===== src/rtl/phd_pkg.sv =====
// Package with the shared types and constants of the presence debounce unit.
`default_nettype none

package phd_pkg;

	// Number of frames held in the voting window (1 to 127).
	localparam int unsigned WINDOW_LEN = 16;

	localparam int unsigned CONF_W  = 16;
	localparam int unsigned CNT_W   = 7;
	localparam int unsigned HOLD_W  = 20;
	localparam int unsigned TIME_W  = 32;
	localparam int unsigned CFG_W   = 20;
	localparam int unsigned CFG_IDX_W = 3;

	localparam logic [CONF_W-1:0] CONF_HIGH_RST = 16'd39322;
	localparam logic [CONF_W-1:0] CONF_LOW_RST  = 16'd26214;
	localparam logic [CNT_W-1:0]  TURN_ON_RST   = 7'd10;
	localparam logic [CNT_W-1:0]  STAY_ON_RST   = 7'd6;
	localparam logic [HOLD_W-1:0] MIN_HOLD_RST  = 20'd1000;

	typedef enum logic [CFG_IDX_W-1:0] {
		CFG_CONF_HIGH = 3'd0,
		CFG_CONF_LOW  = 3'd1,
		CFG_TURN_ON   = 3'd2,
		CFG_STAY_ON   = 3'd3,
		CFG_MIN_HOLD  = 3'd4
	} cfg_idx_t;

	typedef struct packed {
		logic              object_valid;
		logic              is_person;
		logic [CONF_W-1:0] confidence;
		logic              frame_end;
		logic [TIME_W-1:0] time_ms;
	} req_t;

	typedef struct packed {
		logic             present;
		logic             became_present;
		logic             became_absent;
		logic [CNT_W-1:0] window_hits;
	} res_t;

	// Window status for the frame being closed, as it will be after the shift.
	typedef struct packed {
		logic             full_next;
		logic [CNT_W-1:0] total_next;
	} win_stat_t;

endpackage

`default_nettype wire


===== src/rtl/phd_cell.sv =====
// One window cell: holds the hit bit and the occupied bit of one frame.
`default_nettype none

module phd_cell (
	input  wire logic clk,
	input  wire logic arst_n,
	input  wire logic shift,
	input  wire logic hit_in,
	input  wire logic fill_in,
	output logic      hit_q,
	output logic      fill_q
);

	always_ff @(posedge clk or negedge arst_n) begin
		if (!arst_n) begin
			hit_q  <= 1'b0;
			fill_q <= 1'b0;
		end else if (shift) begin
			hit_q  <= hit_in;
			fill_q <= fill_in;
		end
	end

endmodule

`default_nettype wire


===== src/rtl/phd_window.sv =====
// Sliding window of frame hits built as a chain of cells, with a running hit count.
`default_nettype none

module phd_window (
	input  wire logic         clk,
	input  wire logic         arst_n,
	input  wire logic         shift,
	input  wire logic         hit,
	output phd_pkg::win_stat_t stat
);

	import phd_pkg::*;

	logic [WINDOW_LEN-1:0] hit_q;
	logic [WINDOW_LEN-1:0] fill_q;
	logic [WINDOW_LEN-1:0] hit_src;
	logic [WINDOW_LEN-1:0] fill_src;
	logic [CNT_W-1:0]      total_q;
	logic                  drop;

	// Cell 0 takes the new frame; every other cell takes its neighbor's contents.
	assign hit_src[0]  = hit;
	assign fill_src[0] = 1'b1;

	for (genvar i = 0; i < WINDOW_LEN; i++) begin : g_cell
		if (i > 0) begin : g_link
			assign hit_src[i]  = hit_q[i-1];
			assign fill_src[i] = fill_q[i-1];
		end
		phd_cell u_cell (
			.clk    (clk),
			.arst_n (arst_n),
			.shift  (shift),
			.hit_in (hit_src[i]),
			.fill_in(fill_src[i]),
			.hit_q  (hit_q[i]),
			.fill_q (fill_q[i])
		);
	end

	// The oldest frame leaves the window only when the window is already full.
	assign drop            = fill_q[WINDOW_LEN-1] & hit_q[WINDOW_LEN-1];
	assign stat.total_next = total_q - CNT_W'(drop) + CNT_W'(hit);
	assign stat.full_next  = fill_src[WINDOW_LEN-1];

	always_ff @(posedge clk or negedge arst_n) begin
		if (!arst_n) begin
			total_q <= '0;
		end else if (shift) begin
			total_q <= stat.total_next;
		end
	end

endmodule

`default_nettype wire


===== src/rtl/presence_hysteresis_debounce_unit.sv =====
// Top level of the presence debounce unit: thresholds, window vote and hold timer.
`default_nettype none

// Usage
// The request channel (req_valid, req_stall, req) carries one detected object or
// frame marker per request. A person whose confidence is strictly above the active
// threshold (conf_low while present, conf_high while absent) marks the frame as a hit.
// A request with frame_end set closes the frame: its hit bit shifts into a chain of
// WINDOW_LEN cells, and once the window is full the hit count is voted against the
// on or stay count, subject to the minimum hold time since the last change.
// Each frame-end request produces one result on (res_valid, res_stall, res) in the
// cycle after it is accepted; other requests produce nothing. One request is accepted
// per cycle. The result sits in an output register; while it is held by res_stall, a
// new request is accepted only in the cycle in which the held result is taken.
// Configuration is written through cfg_we, cfg_index and cfg_data while the unit is
// idle; writes to indexes past the last register are dropped.
// Reset clears the window cells, the running count, the frame hit flag, the presence
// state and the last change time, and restores the default register values.

module presence_hysteresis_debounce_unit (
	input  wire logic                       clk,
	input  wire logic                       arst_n,
	input  wire logic                       req_valid,
	output logic                            req_stall,
	input  wire phd_pkg::req_t              req,
	output logic                            res_valid,
	input  wire logic                       res_stall,
	output phd_pkg::res_t                   res,
	input  wire logic                       cfg_we,
	input  wire logic [phd_pkg::CFG_IDX_W-1:0] cfg_index,
	input  wire logic [phd_pkg::CFG_W-1:0]  cfg_data
);

	import phd_pkg::*;

	logic [CONF_W-1:0] conf_high_q;
	logic [CONF_W-1:0] conf_low_q;
	logic [CNT_W-1:0]  turn_on_q;
	logic [CNT_W-1:0]  stay_on_q;
	logic [HOLD_W-1:0] min_hold_q;

	logic              frame_hit_q;
	logic              present_q;
	logic [TIME_W-1:0] last_change_q;
	logic              res_valid_q;
	res_t              res_q;

	logic              accept;
	logic              close;
	logic [CONF_W-1:0] thr;
	logic              hit_now;
	logic [CNT_W-1:0]  need;
	logic              verdict;
	logic [TIME_W-1:0] elapsed;
	logic              change;
	win_stat_t         win;

	// Configuration registers.
	always_ff @(posedge clk or negedge arst_n) begin
		if (!arst_n) begin
			conf_high_q <= CONF_HIGH_RST;
			conf_low_q  <= CONF_LOW_RST;
			turn_on_q   <= TURN_ON_RST;
			stay_on_q   <= STAY_ON_RST;
			min_hold_q  <= MIN_HOLD_RST;
		end else if (cfg_we) begin
			unique case (cfg_idx_t'(cfg_index))
				CFG_CONF_HIGH: conf_high_q <= cfg_data[CONF_W-1:0];
				CFG_CONF_LOW:  conf_low_q  <= cfg_data[CONF_W-1:0];
				CFG_TURN_ON:   turn_on_q   <= cfg_data[CNT_W-1:0];
				CFG_STAY_ON:   stay_on_q   <= cfg_data[CNT_W-1:0];
				CFG_MIN_HOLD:  min_hold_q  <= cfg_data[HOLD_W-1:0];
				default: ;
			endcase
		end
	end

	// A new request may enter whenever the output register is empty or being drained.
	assign req_stall = res_valid_q & res_stall;
	assign accept    = req_valid & ~req_stall;
	assign close     = accept & req.frame_end;

	// The object is judged against the threshold of the current state, and counts
	// toward the frame even when it rides on the frame-end request.
	assign thr     = present_q ? conf_low_q : conf_high_q;
	assign hit_now = frame_hit_q |
	                 (req.object_valid & req.is_person & (req.confidence > thr));

	phd_window u_window (
		.clk   (clk),
		.arst_n(arst_n),
		.shift (close),
		.hit   (hit_now),
		.stat  (win)
	);

	// Vote with hysteresis on the count; a full window and the hold timer gate any change.
	// The elapsed time is a wrapping 32-bit difference.
	assign need    = present_q ? stay_on_q : turn_on_q;
	assign verdict = win.total_next >= need;
	assign elapsed = req.time_ms - last_change_q;
	assign change  = win.full_next & (verdict != present_q) &
	                 (elapsed >= TIME_W'(min_hold_q));

	always_ff @(posedge clk or negedge arst_n) begin
		if (!arst_n) begin
			frame_hit_q   <= 1'b0;
			present_q     <= 1'b0;
			last_change_q <= '0;
		end else if (accept) begin
			frame_hit_q <= hit_now & ~req.frame_end;
			if (close && change) begin
				present_q     <= verdict;
				last_change_q <= req.time_ms;
			end
		end
	end

	// Output register.
	always_ff @(posedge clk or negedge arst_n) begin
		if (!arst_n) begin
			res_valid_q <= 1'b0;
		end else if (close) begin
			res_valid_q <= 1'b1;
		end else if (!res_stall) begin
			res_valid_q <= 1'b0;
		end
	end

	always_ff @(posedge clk) begin
		if (close) begin
			res_q.present        <= change ? verdict : present_q;
			res_q.became_present <= change & verdict;
			res_q.became_absent  <= change & ~verdict;
			res_q.window_hits    <= win.total_next;
		end
	end

	assign res_valid = res_valid_q;
	assign res       = res_q;

endmodule

`default_nettype wire


===== config.mk =====
export PLATFORM = sky130hd
export DESIGN_NAME = presence_hysteresis_debounce_unit
export DESIGN_NICKNAME = d
export VERILOG_FILES = /design/src/rtl/phd_pkg.sv /design/src/rtl/phd_cell.sv /design/src/rtl/phd_window.sv /design/src/rtl/presence_hysteresis_debounce_unit.sv
export SDC_FILE = /design/constraint.sdc
export NUM_CORES = 1
export LEC_CHECK = 0
export BUFFER_PORTS_ARGS = -buffer_cell sky130_fd_sc_hd__buf_2
export CAP_MARGIN = 25
export CORE_AREA = 3 3 190 136
export DETAILED_ROUTE_END_ITERATION = 10
export DIE_AREA = 0 0 193 139
export GPL_TIMING_DRIVEN = 0
export HOLD_SLACK_MARGIN = 0.08
export PLACE_DENSITY = 0.62
export SLEW_MARGIN = 20
export SYNTH_ARGS = -nofsm -noshare
export SYNTH_HDL_FRONTEND = slang
export SYNTH_SLANG_ARGS = --single-unit

===== constraint.sdc =====
create_clock -name clk -period 7 [get_ports clk]
set_clock_uncertainty 0.1 [all_clocks]
set_input_delay 0.7 -clock clk [delete_from_list [all_inputs] [get_ports clk]]
set_output_delay 0.7 -clock clk [all_outputs]
set_load 0.005 [all_outputs]

==> results by group, run 1 <==
Global routing
  – GRT Total Usage: 20.0%
  – Largest net degree at the start of global routing: 90
  – First-pass GRT wire length: roughly 43 mm
  – Vias in the first global route: 7994
  – Initial antenna violation count: 0
  – Total gr overflow: 0

Critical path
  – Most used cell, CP: o21a_1
  – R2r endpoint: last_change_q[19]
  – CP arrival: just under 7 ns
  – CP endpoint kind: register
  – Slowest CP cell: fa_1
  – Reg2Reg Depth: 28
  – Startpoint Class: register
  – Worst path buffer plus inverter count: 6
  – Crit path max-delay family: compound AO/OA/AOI/OAI gates
  – CP required: between 7 and 8 ns
  – Crit Path Category: register to register
  – Crit-path max FO: 10
  – RR Startpoint: present_q
  – Crit path largest cell delay: between 0.4 and 0.5 ns
  – FF-to-FF setup slack: just over 0.5 ns

Synthesis
  – Synth top area share: just under 30%
  – Seq cells post-synth: 150
  – Sequential area share after synthesis: approximately two fifths
  – Ys flop type: dfrtp_1
  – Syn Inst Count: between 1000 and 1500
  – Yosys cell types: 63
  – Number of synthesized flops with an enable pin: 10
  – Leading area contributor after synthesis: dfrtp_1
  – Ys async rst share: about 93%
  – Ys Warns: 0
  – Syn nets: approximately 1200
  – Cell Area, Synth: a little under 0.01 mm²
  – Post-Syn Area per Cell: 9.27 µm²
  – Top post-synthesis cells by area: dfrtp_1 30%, ha_1 11%, dfstp_2 7.1%

Die
  – Die area: 0.0268 mm²
  – Initial core utilization: roughly 40%
  – Core area: roughly 0.024 mm²
  – Die width: 193 µm
  – I/O pins: 91
  – Die height: 139 µm
  – Num rows: 48

Cells and area
  – FILL cells: ~2400
  – Final nets: about 1300
  – Layout Cells excl Fill: roughly 1500
  – Commonest non-fill, non-tap cell in the layout: nand2_1
  – Final Util: between 40% and 50%
  – Layout cells sized above 1: 19.3%
  – Area growth syn-to-layout: 16.9%
  – Most frequent cells in the layout: 159 x nand2_1, 114 x dfrtp_1, 92 x buf_2, 89 x o21ai_0, 81 x ha_1
  – Area occupied by multi-input gates: around 0.0053 mm²
  – Reg area: around 0.0038 mm²

Drt
  – DR vias/cell: ~5.5
  – Initial DRT Pass Iterations: 6
  – ANT nets after route: 0
  – Wire per inst: approximately 18 µm
  – DRC violation total after the first TritonRoute iteration: a little over 700
  – Vias: 8232
  – Final Routed Wirelength: around 26 mm
  – DRC: 0

STA
  – Final period utilization: 92.8%
  – Final setup fails: 0
  – Fin. Hold Viols: 0
  – Min Hold Slack: 0.0786 ns
  – Final Max Slew Viols: 0
  – Post-layout min period: 6.50 ns
  – FMAX: ~150 MHz
  – Slew HR: a little under two fifths
  – Worst Max-Slew Pin Slew: approximately 0.95 ns

Power
  – Static leakage: 0.00492 µW
  – VDD IR-drop max: approximately 270 µV
  – PD cells: roughly 360 mW/mm²

CTS
  – Clock transition at path regs: around 0.07 ns
  – TritonCTS Buffers: 17
  – Clk root buf: clkbuf_16
  – Clock latency on the worst-skew pair: between 0.4 and 0.5 ns
  – CTS Sinks: 150
  – CTS H-tree depth: 4
  – CTS tree: built
  – Maximum clock path buffer count: 2

Place
  – Placer Congestion: around 0.92
  – Dpl hpwl: about 19 mm
  – Placed cells: between 1000 and 1500
  – PortBufs: 88

Run
  – Max Cap Viol: 0

Hold path
  – Hold crit path type: input port to asynchronous set/reset pin

Outcome
  – Run status: finished, final reports clean
state kept, by name, indices dropped and copies added (netlist names):
name and flops:
conf_high_q 16, last_change_q 32, u_window.total_q 7, min_hold_q 20, frame_hit_q 1, turn_on_q 7
present_q 1, u_window.g_cell.u_cell.hit_q 16, conf_low_q 16, stay_on_q 7, res_valid 1, res 10
u_window.g_cell.u_cell.fill_q 16
per-stage QoR:
stage	worst slack [ns]	power, µW	TNS, ns	instance area [µm²]
2_1_floorplan	1.10	2340	0	9640
4_1_cts	0.145	3990	0	11200
3_5_place_dp	-0.737	2890	-18.39	10500
6_report	0.505	4030	0	11300
3_3_place_gp	-0.798	2810	-21.93	10500
5_1_grt	-0.0705	4320	-0.236	11300
cells by family (layout without fill, tap and decap cells):
logic type / Yosys count / after routing / synth area share, %
AOI/OAI and AO/OA: 283 / 283 / 19.3
xor gates and xnor gates: 31 / 31 / 2.82
adders and majority gates: 83 / 83 / 10.9
buffers and inverters: 129 / 253 / 5.19
DFF: 150 / 150 / 39.8
muxes: 73 / 73 / 8.23
other: 0 / 1 / 0
and+or+nand+nor: 291 / 291 / 13.7
power by group:
group	switching [µW]	internal [µW]
combinational	1130	644
sequential	91.4	1100
clock	408	659
how the worst max path moves through the flow:
stage	startpoint	endpoint	slack, ns	depth (start not counted)
finish	present_q	last_change_q[19]	0.50	28
global route	present_q	last_change_q[13]	-0.07	29
CTS	present_q	last_change_q[12]	0.14	28
detailed placement	present_q	last_change_q[21]	-0.74	28
global placement	present_q	last_change_q[13]	-0.80	27
floorplan	present_q	last_change_q[0]	1.10	30
worst reg2reg max path, delay by kind of cell, from the launching register on:
family,cells,cell delay (ns)
simple gates,2,0.25
compound gates,15,2.85
mux,1,0.27
flops,1,0.36
fa+ha+maj,4,1.15
buf+inv,6,1.42
metal layers:
layer	track usage, %	vias up	part of all wire [%]
met1	30.9	3991	51
met4	3.84	0	0.88
met2	28.4	261	42
li1	-	3956	-
met3	4.75	24	6.7
met5	0	-	0
area by class of cell:
class | instances | area share (%)
Antenna cell | 1 | 0.0222
Buffer | 52 | 1.99
Clock buffer | 19 | 4.03
Clock inverter | 13 | 1.91
Inverter | 76 | 2.53
Multi-Input combinational cell | 761 | 47.4
Sequential cell | 150 | 34.0
Tap cell | 325 | 3.61
Timing Repair Buffer | 93 | 4.54
repair_timing:
item                                    4_1_cts  5_1_grt
hold buffers                                  0        0
pin swaps                                     0        2
gates resized for setup                       6       12
cloned                                        0        0
buffers inserted                              0        1
endpoints found under the setup margin       31       31
cells in the mapped netlist (all sizes together) (4+ instances only):
cell type,number
nand4,16
and3,4
ha,81
or3,4
a21oi,50
a211oi,7
o21ai,92
edfxtp,10
xor2,9
nor2b,4
a221oi,4
a41oi,34
mux2,50
xnor2,22
nand2,159
and4,4
o21bai,5
inv,76
buf,12
o21a,42
a31oi,4
nor3,13
dfrtp,114
nand2b,4
a21o,18
nor2,28
mux2i,23
nand3,40
dfstp,26
and2,4
clkbuf,41
No activity file was read; power rests on OpenSTA's default activity.
==> run 2: changes to the inputs <==
Settings changed: CORE_AREA 3 3 190 136 to 2 2 188 135, DIE_AREA 0 0 193 139 to 0 0 190 137, SYNTH_HIERARCHICAL set to 1.
==> run 2 against run 1 <==
Compared with the run above: sequential share of layout area rose by 0.76 points; fmax fell by 0.92%; clock-buffer cell count did not move; utilization fell by 0.67 points; clock power fell by 12%; design area fell by 2.2%; largest cell class unchanged; sequential power rose by 3%.
==> results by group, run 2 <==
CTS
  – CTS Sinks: 150
  – Maximum clock path buffer count: 2
  – CTS tree: built
  – # hold bufs at CTS: 0
  – Clock latency on the worst-skew pair: about 0.43 ns
  – Clock transition at path regs: around 0.06 ns
  – Clk root buf: clkbuf_16
  – CTS H-tree depth: 4
  – TritonCTS Buffers: 17
  – CTS resizes: 1
  – Post-CTS setup repair buffer count: 0

Global routing
  – GRT Total Usage: 18.2%
  – Largest net degree at the start of global routing: 75
  – Total gr overflow: 0
  – First-pass GRT wire length: between 30 and 40 mm
  – Initial antenna violation count: 0
  – Vias in the first global route: around 6600

Synthesis
  – Count leader, synth: dfrtp_1
  – Ys Warns: 6
  – Syn Inst Count: about 900
  – Number of synthesized flops with an enable pin: 10
  – Seq cells post-synth: 150
  – Cell Area, Synth: around 0.0095 mm²
  – Post-Syn Area per Cell: ~11 µm²
  – Sequential area share after synthesis: a little over 40%
  – Yosys cell types: 77
  – Ys async rst share: 93.3%
  – Commonest cells in the netlist: 114 x dfrtp_1, 87 x mux2_2, 81 x ha_1, 77 x nand2_1, 75 x inv_1
  – Top post-synthesis cells by area: dfrtp_1 30%, ha_1 11%, mux2_2 10%
  – Synth top area share: 30.0%
  – Leading area contributor after synthesis: dfrtp_1
  – Ys flop type: dfrtp_1
  – Syn nets: about 1100

STA
  – Final WS setup: around 0.44 ns
  – RSZ-0062 raised after global routing: no
  – Fin. Hold Viols: 0
  – Post-layout min period: about 6.6 ns
  – Final period utilization: between 90% and 100%
  – Final Max Slew Viols: 0
  – Worst Max-Slew Pin Slew: approximately 0.9 ns
  – FMAX: ~150 MHz
  – Setup TNS: 0 ns
  – Slew HR: around 40%
  – Final setup fails: 0

Die
  – Num rows: 48
  – I/O pins: between 90 and 100
  – Die height: 137 µm
  – Initial core utilization: 39.3%
  – Die width: 190 µm
  – Core area: around 0.024 mm²
  – Die area: approximately 0.026 mm²

Outcome
  – Run status: finished, final reports clean

Power
  – Internal power: roughly 2300 µW
  – VDD IR-drop max: slightly above 200 µV
  – PD cells: approximately 330 mW/mm²
  – Sw frac: ~36%
  – Part of the power in the clock network: a little over a quarter
  – Net Sw Power: 1290 µW
  – Power share of the combinational group: between 40% and 50%
  – Static leakage: about 0.0050 µW
  – Seq pwr share: 33.9%
  – Total Power: 3620 µW

Cells and area
  – Most frequent cells in the layout: 114 x dfrtp_1, 94 x buf_2, 87 x mux2_2, 81 x ha_1, 77 x nand2_1
  – Biggest register: last_change_q
  – Layout Cells excl Fill: approximately 1300
  – Final nets: roughly 1200
  – FILL cells: roughly 2300
  – Regs by FF count: last_change_q (32), min_hold_q (20)
  – Max reg flops: 32
  – Diodes inserted: 0
  – Area growth syn-to-layout: 15.9%
  – Layout cells sized above 1: between 20% and 30%
  – Commonest non-fill, non-tap cell in the layout: dfrtp_1

Critical path
  – CP required: just over 7 ns
  – Slowest CP cell: clkbuf_1
  – Crit Path Category: register to register
  – Crit-path max FO: 10
  – Crit path largest cell delay: 0.38 ns
  – Most used cell, CP: o21a_1
  – CP arrival: roughly 6.8 ns
  – Reg2Reg Depth: 28
  – Startpoint Class: register
  – CP endpoint kind: register

Run
  – Max Cap Viol: 0

Drt
  – Vias: 6965
  – ANT nets after route: 0
  – Initial DRT Pass Iterations: 5
  – Final Routed Wirelength: approximately 22 mm
  – Wire per inst: approximately 17 µm
  – DRC violation total after the first TritonRoute iteration: 472
  – DRC: 0
  – DR vias/cell: around 5.2

Place
  – Placer Congestion: just under 0.9
  – PortBufs: 88
  – Dpl hpwl: between 15 and 20 mm
  – Setup Slack @ Placement: -0.200 ns
  – Placed cells: ~1300

Hold path
  – Hold crit path type: input port to asynchronous set/reset pin
## run 2: cell count changes in the layout (fill, tap and decap cells not counted), sizes merged, moves of 12 or more
cell | before | now
nand2 | 159 | 77
mux2 | 50 | 117
o21ai | 92 | 52
a41oi | 34 | 0
o21a | 42 | 8
clkbuf | 60 | 31
nand3 | 40 | 15
a21oi | 50 | 62
## run 2: cell families (layout without fill, tap and decap cells)
group | Yosys count | count (layout) | share of synthesized area, %
xor gates and xnor gates | 27 | 27 | 2.63
AOI/OAI and AO/OA | 192 | 192 | 13.1
buffers and inverters | 102 | 225 | 4.89
DFF | 150 | 150 | 40.3
other | 1 | 1 | 0.0394
adders and majority gates | 83 | 83 | 11.1
muxes | 142 | 142 | 17.7
and+or+nand+nor | 195 | 195 | 10.3
## run 2: cell type report
class                   instances  area, µm²  area share (%)
clock buffers                  19        454            4.12
well taps                     325        407            3.69
repair buffers                 91        503            4.56
plain buffers                  27        188            1.70
clock inverters                13        145            1.32
flip-flops and latches        150       3840            34.8
multi-input cells             640       5210            47.3
inverters                      75        282            2.55
## run 2: routing by layer
metal / vias to the layer above / GRT usage (%) / part of all wire (%)
li1: 3433 / - / -
met1: 3372 / 29.1 / 56
met2: 154 / 24.2 / 38
met3: 6 / 4.28 / 4.8
met4: 0 / 3.75 / 0.48
met5: - / 0 / 0
## run 2: metrics by stage
stage | utilization (%) | area [µm²] | hold WS (ns)
3_5_place_dp | 43.1 | 10400 | 0.367
5_1_grt | 45.6 | 11000 | 0.163
4_1_cts | 45.5 | 11000 | 0.139
2_1_floorplan | - | 9510 | 0.304
6_report | 45.6 | 11000 | 0.134
3_3_place_gp | 42.8 | 10400 | 0.362
## run 2: path summary, 6_finish.rpt
| check | start | end | slack (ns) |
|---|---|---|---|
| max in group asynchronous | arst_n | stay_on_q[2] | 5.89 |
| max | present_q | last_change_q[18] | 0.44 |
| max reg2reg | present_q | last_change_q[18] | 0.44 |
| min reg2reg | frame_hit_q | frame_hit_q | 0.38 |
| min in group clk | req[32] | frame_hit_q | 0.36 |
| min | arst_n | conf_high_q[9] | 0.13 |
## run 2: worst max-delay path, delay by kind of cell, from the launching register on
| kind | cells | cell delay (ns) |
|---|---|---|
| compound gates | 9 | 1.71 |
| xor+xnor | 2 | 0.59 |
| fa+ha+maj | 4 | 1.11 |
| buf+inv | 4 | 1.07 |
| flops | 1 | 0.32 |
| mux | 2 | 0.56 |
| simple gates | 7 | 0.93 |
## run 2: power groups by stage
stage	clock network (µW)	registers, µW	logic (µW)
4_1_cts	963	1230	1440
6_report	944	1230	1450
2_1_floorplan	0	1220	1070
3_3_place_gp	0	1240	1390
5_1_grt	1010	1260	1640
3_5_place_dp	0	1240	1420
==> run 3: changes to the inputs <==
Settings changed: CORE_AREA 2 2 188 135 to 2 2 154 111, DIE_AREA 0 0 190 137 to 0 0 156 113, PLACE_DENSITY 0.62 to 0.85.
==> run 3 against run 2 <==
Compared with the run above: sequential power about the same; design area down 1.9%; first-iteration DRC count up 25%; flip-flop and latch count unchanged; register-to-register slack worse by 0.098 ns; fmax down 1.5%; via count up 3.3%; die area down 32%; cell count down 8.9%; global-route usage up 7.7 points; largest cell class unchanged.
==> results by group, run 3 (synthesized netlist as in run 2, its figures left out) <==
Drt
  – DRC violation total after the first TritonRoute iteration: approximately 590
  – Met1 WL: around 11 mm
  – DRC: 0
  – Final Routed Wirelength: ~22 mm
  – Initial DRT Pass Iterations: 6
  – Vias: 7195
  – DR vias/cell: 5.89
  – Routed wl met3: roughly 1.5 mm
  – Wire per inst: between 15 and 20 µm
  – Routed wl met2: a little under 10 mm
  – Top sig layer: met5
  – ANT nets after route: 0

Power
  – Total Power: between 3000 and 4000 µW
  – Static leakage: about 0.0049 µW
  – VDD IR-drop max: between 150 and 200 µV
  – PD cells: between 300 and 400 mW/mm²

Die
  – Num rows: 39
  – Die width: approximately 160 µm
  – Die height: approximately 110 µm
  – Initial core utilization: 59.2%
  – Core area: between 0.015 and 0.02 mm²
  – Die area: 0.0176 mm²
  – I/O pins: between 90 and 100

Critical path
  – CP endpoint kind: register
  – RR Startpoint: present_q
  – Crit path max-delay family: compound AO/OA/AOI/OAI gates
  – Crit Path Category: register to register
  – Crit path largest cell delay: roughly 0.43 ns
  – Startpoint Class: register
  – FF-to-FF setup slack: ~0.35 ns
  – Slowest CP cell: o21ai_1
  – Most used cell, CP: o21a_1
  – Crit-path max FO: 10
  – Reg2Reg Depth: 28
  – R2r endpoint: last_change_q[5]
  – CP required: between 7 and 8 ns
  – Worst path buffer plus inverter count: 4
  – CP arrival: approximately 6.9 ns

Cells and area
  – Commonest non-fill, non-tap cell in the layout: dfrtp_1
  – Biggest register: last_change_q
  – Final Util: roughly two thirds
  – Most frequent cells in the layout: 114 x dfrtp_1, 94 x buf_2, 87 x mux2_2, 81 x ha_1, 77 x nand2_1
  – Regs by FF count: last_change_q (32), min_hold_q (20)
  – Max reg flops: 32
  – FILL cells: approximately 1200
  – Final nets: 1164
  – Layout cells sized above 1: between 20 and 30%
  – Area growth syn-to-layout: 13.8%
  – Layout Cells excl Fill: ~1200

CTS
  – TritonCTS Buffers: 17
  – Post-CTS setup repair buffer count: 0
  – CTS Sinks: 150
  – CTS tree: built
  – Clk root buf: clkbuf_16
  – Maximum clock path buffer count: 2
  – CTS H-tree depth: 4
  – # hold bufs at CTS: 0
  – Clock latency on the worst-skew pair: approximately 0.42 ns
  – Clock transition at path regs: approximately 0.06 ns

Global routing
  – Largest net degree at the start of global routing: 80
  – Total gr overflow: 0
  – Initial antenna violation count: 2
  – GRT Total Usage: roughly a quarter
  – First-pass GRT wire length: approximately 35 mm
  – Vias in the first global route: 7007

STA
  – Final period utilization: 95.1%
  – Worst Max-Slew Pin Slew: a little over 0.8 ns
  – Final setup fails: 0
  – Final Max Slew Viols: 0
  – Final WS setup: 0.346 ns
  – Fin. Hold Viols: 0
  – Setup TNS: 0 ns
  – Slew HR: between 40% and 50%
  – RSZ-0062 raised after global routing: no
  – Post-layout min period: around 6.7 ns
  – FMAX: about 150 MHz

Outcome
  – Run status: finished, final reports clean

Run
  – Max Cap Viol: 0

Hold path
  – Hold crit path type: input port to asynchronous set/reset pin

Place
  – Setup Slack @ Placement: -0.0462 ns
  – Placer Congestion: about 0.92
  – PortBufs: approximately 90
  – Placed cells: 1187
  – Dpl hpwl: 16.4 mm
-- run 3: cell count changes in the layout (fill, tap and decap cells not counted), moves of 2 or more --
cell / previous run / this run
bufinv_16: 2 / 0
clkbuf_8: 0 / 4
clkbuf_2: 0 / 2
inv_8: 2 / 0
clkbuf_1: 12 / 15
-- run 3: per-stage QoR --
stage / hold WS, ns / area (µm²)
2_1_floorplan: 0.304 / 9510
3_3_place_gp: 0.354 / 10200
3_5_place_dp: 0.385 / 10300
4_1_cts: 0.133 / 10800
5_1_grt: 0.151 / 10800
6_report: 0.127 / 10800
-- run 3: where the power goes --
group / internal, µW / switching (µW) / leakage (µW)
Sequential: 1130 / 109 / 0.00184
Clock: 491 / 360 / 0.000259
Combinational: 656 / 805 / 0.00283
Total: 2280 / 1270 / 0.00493
-- run 3: layer usage --
layer	vias to the layer above	global-route usage (%)
met5	-	0
met1	3485	37.8
met4	2	7.03
li1	3422	-
met3	23	5.52
met2	263	39.3
-- run 3: repair_timing --
action / 4_1_cts / 5_1_grt
hold endpoints to repair: 0 / 0
gates resized for setup: 1 / 2
setup endpoints to repair: 30 / 34
-- run 3: area by class of cell --
class	instances	area [µm²]	area share (%)
Inverter	75	282	2.60
Antenna cell	1	2.50	0.0231
Timing Repair Buffer	91	503	4.65
Sequential cell	150	3840	35.4
Tap cell	205	256	2.37
Buffer	27	186	1.72
Multi-Input combinational cell	640	5210	48.1
Clock inverter	7	50.0	0.462
Clock buffer	25	495	4.58
-- run 3: worst max path at each step --
| stage | start | depth (start not counted) | slack [ns] | to |
|---|---|---|---|---|
| after floorplan | present_q | 28 | 1.12 | last_change_q[10] |
| after global placement | present_q | 28 | 0.02 | last_change_q[20] |
| after detailed placement | present_q | 28 | -0.05 | last_change_q[16] |
| after CTS | present_q | 27 | 0.11 | last_change_q[18] |
| after global routing | present_q | 28 | 0.03 | last_change_q[18] |
| final | present_q | 28 | 0.35 | last_change_q[5] |
-- run 3: worst register-to-register path: cells and delay by family (launching register included) --
family          cells  cell delay (ns)
compound gates      9             1.75
buf+inv             4             1.17
fa+ha+maj           4             1.12
simple gates        7             0.96
mux                 2             0.57
xor+xnor            2             0.56
flops               1             0.32
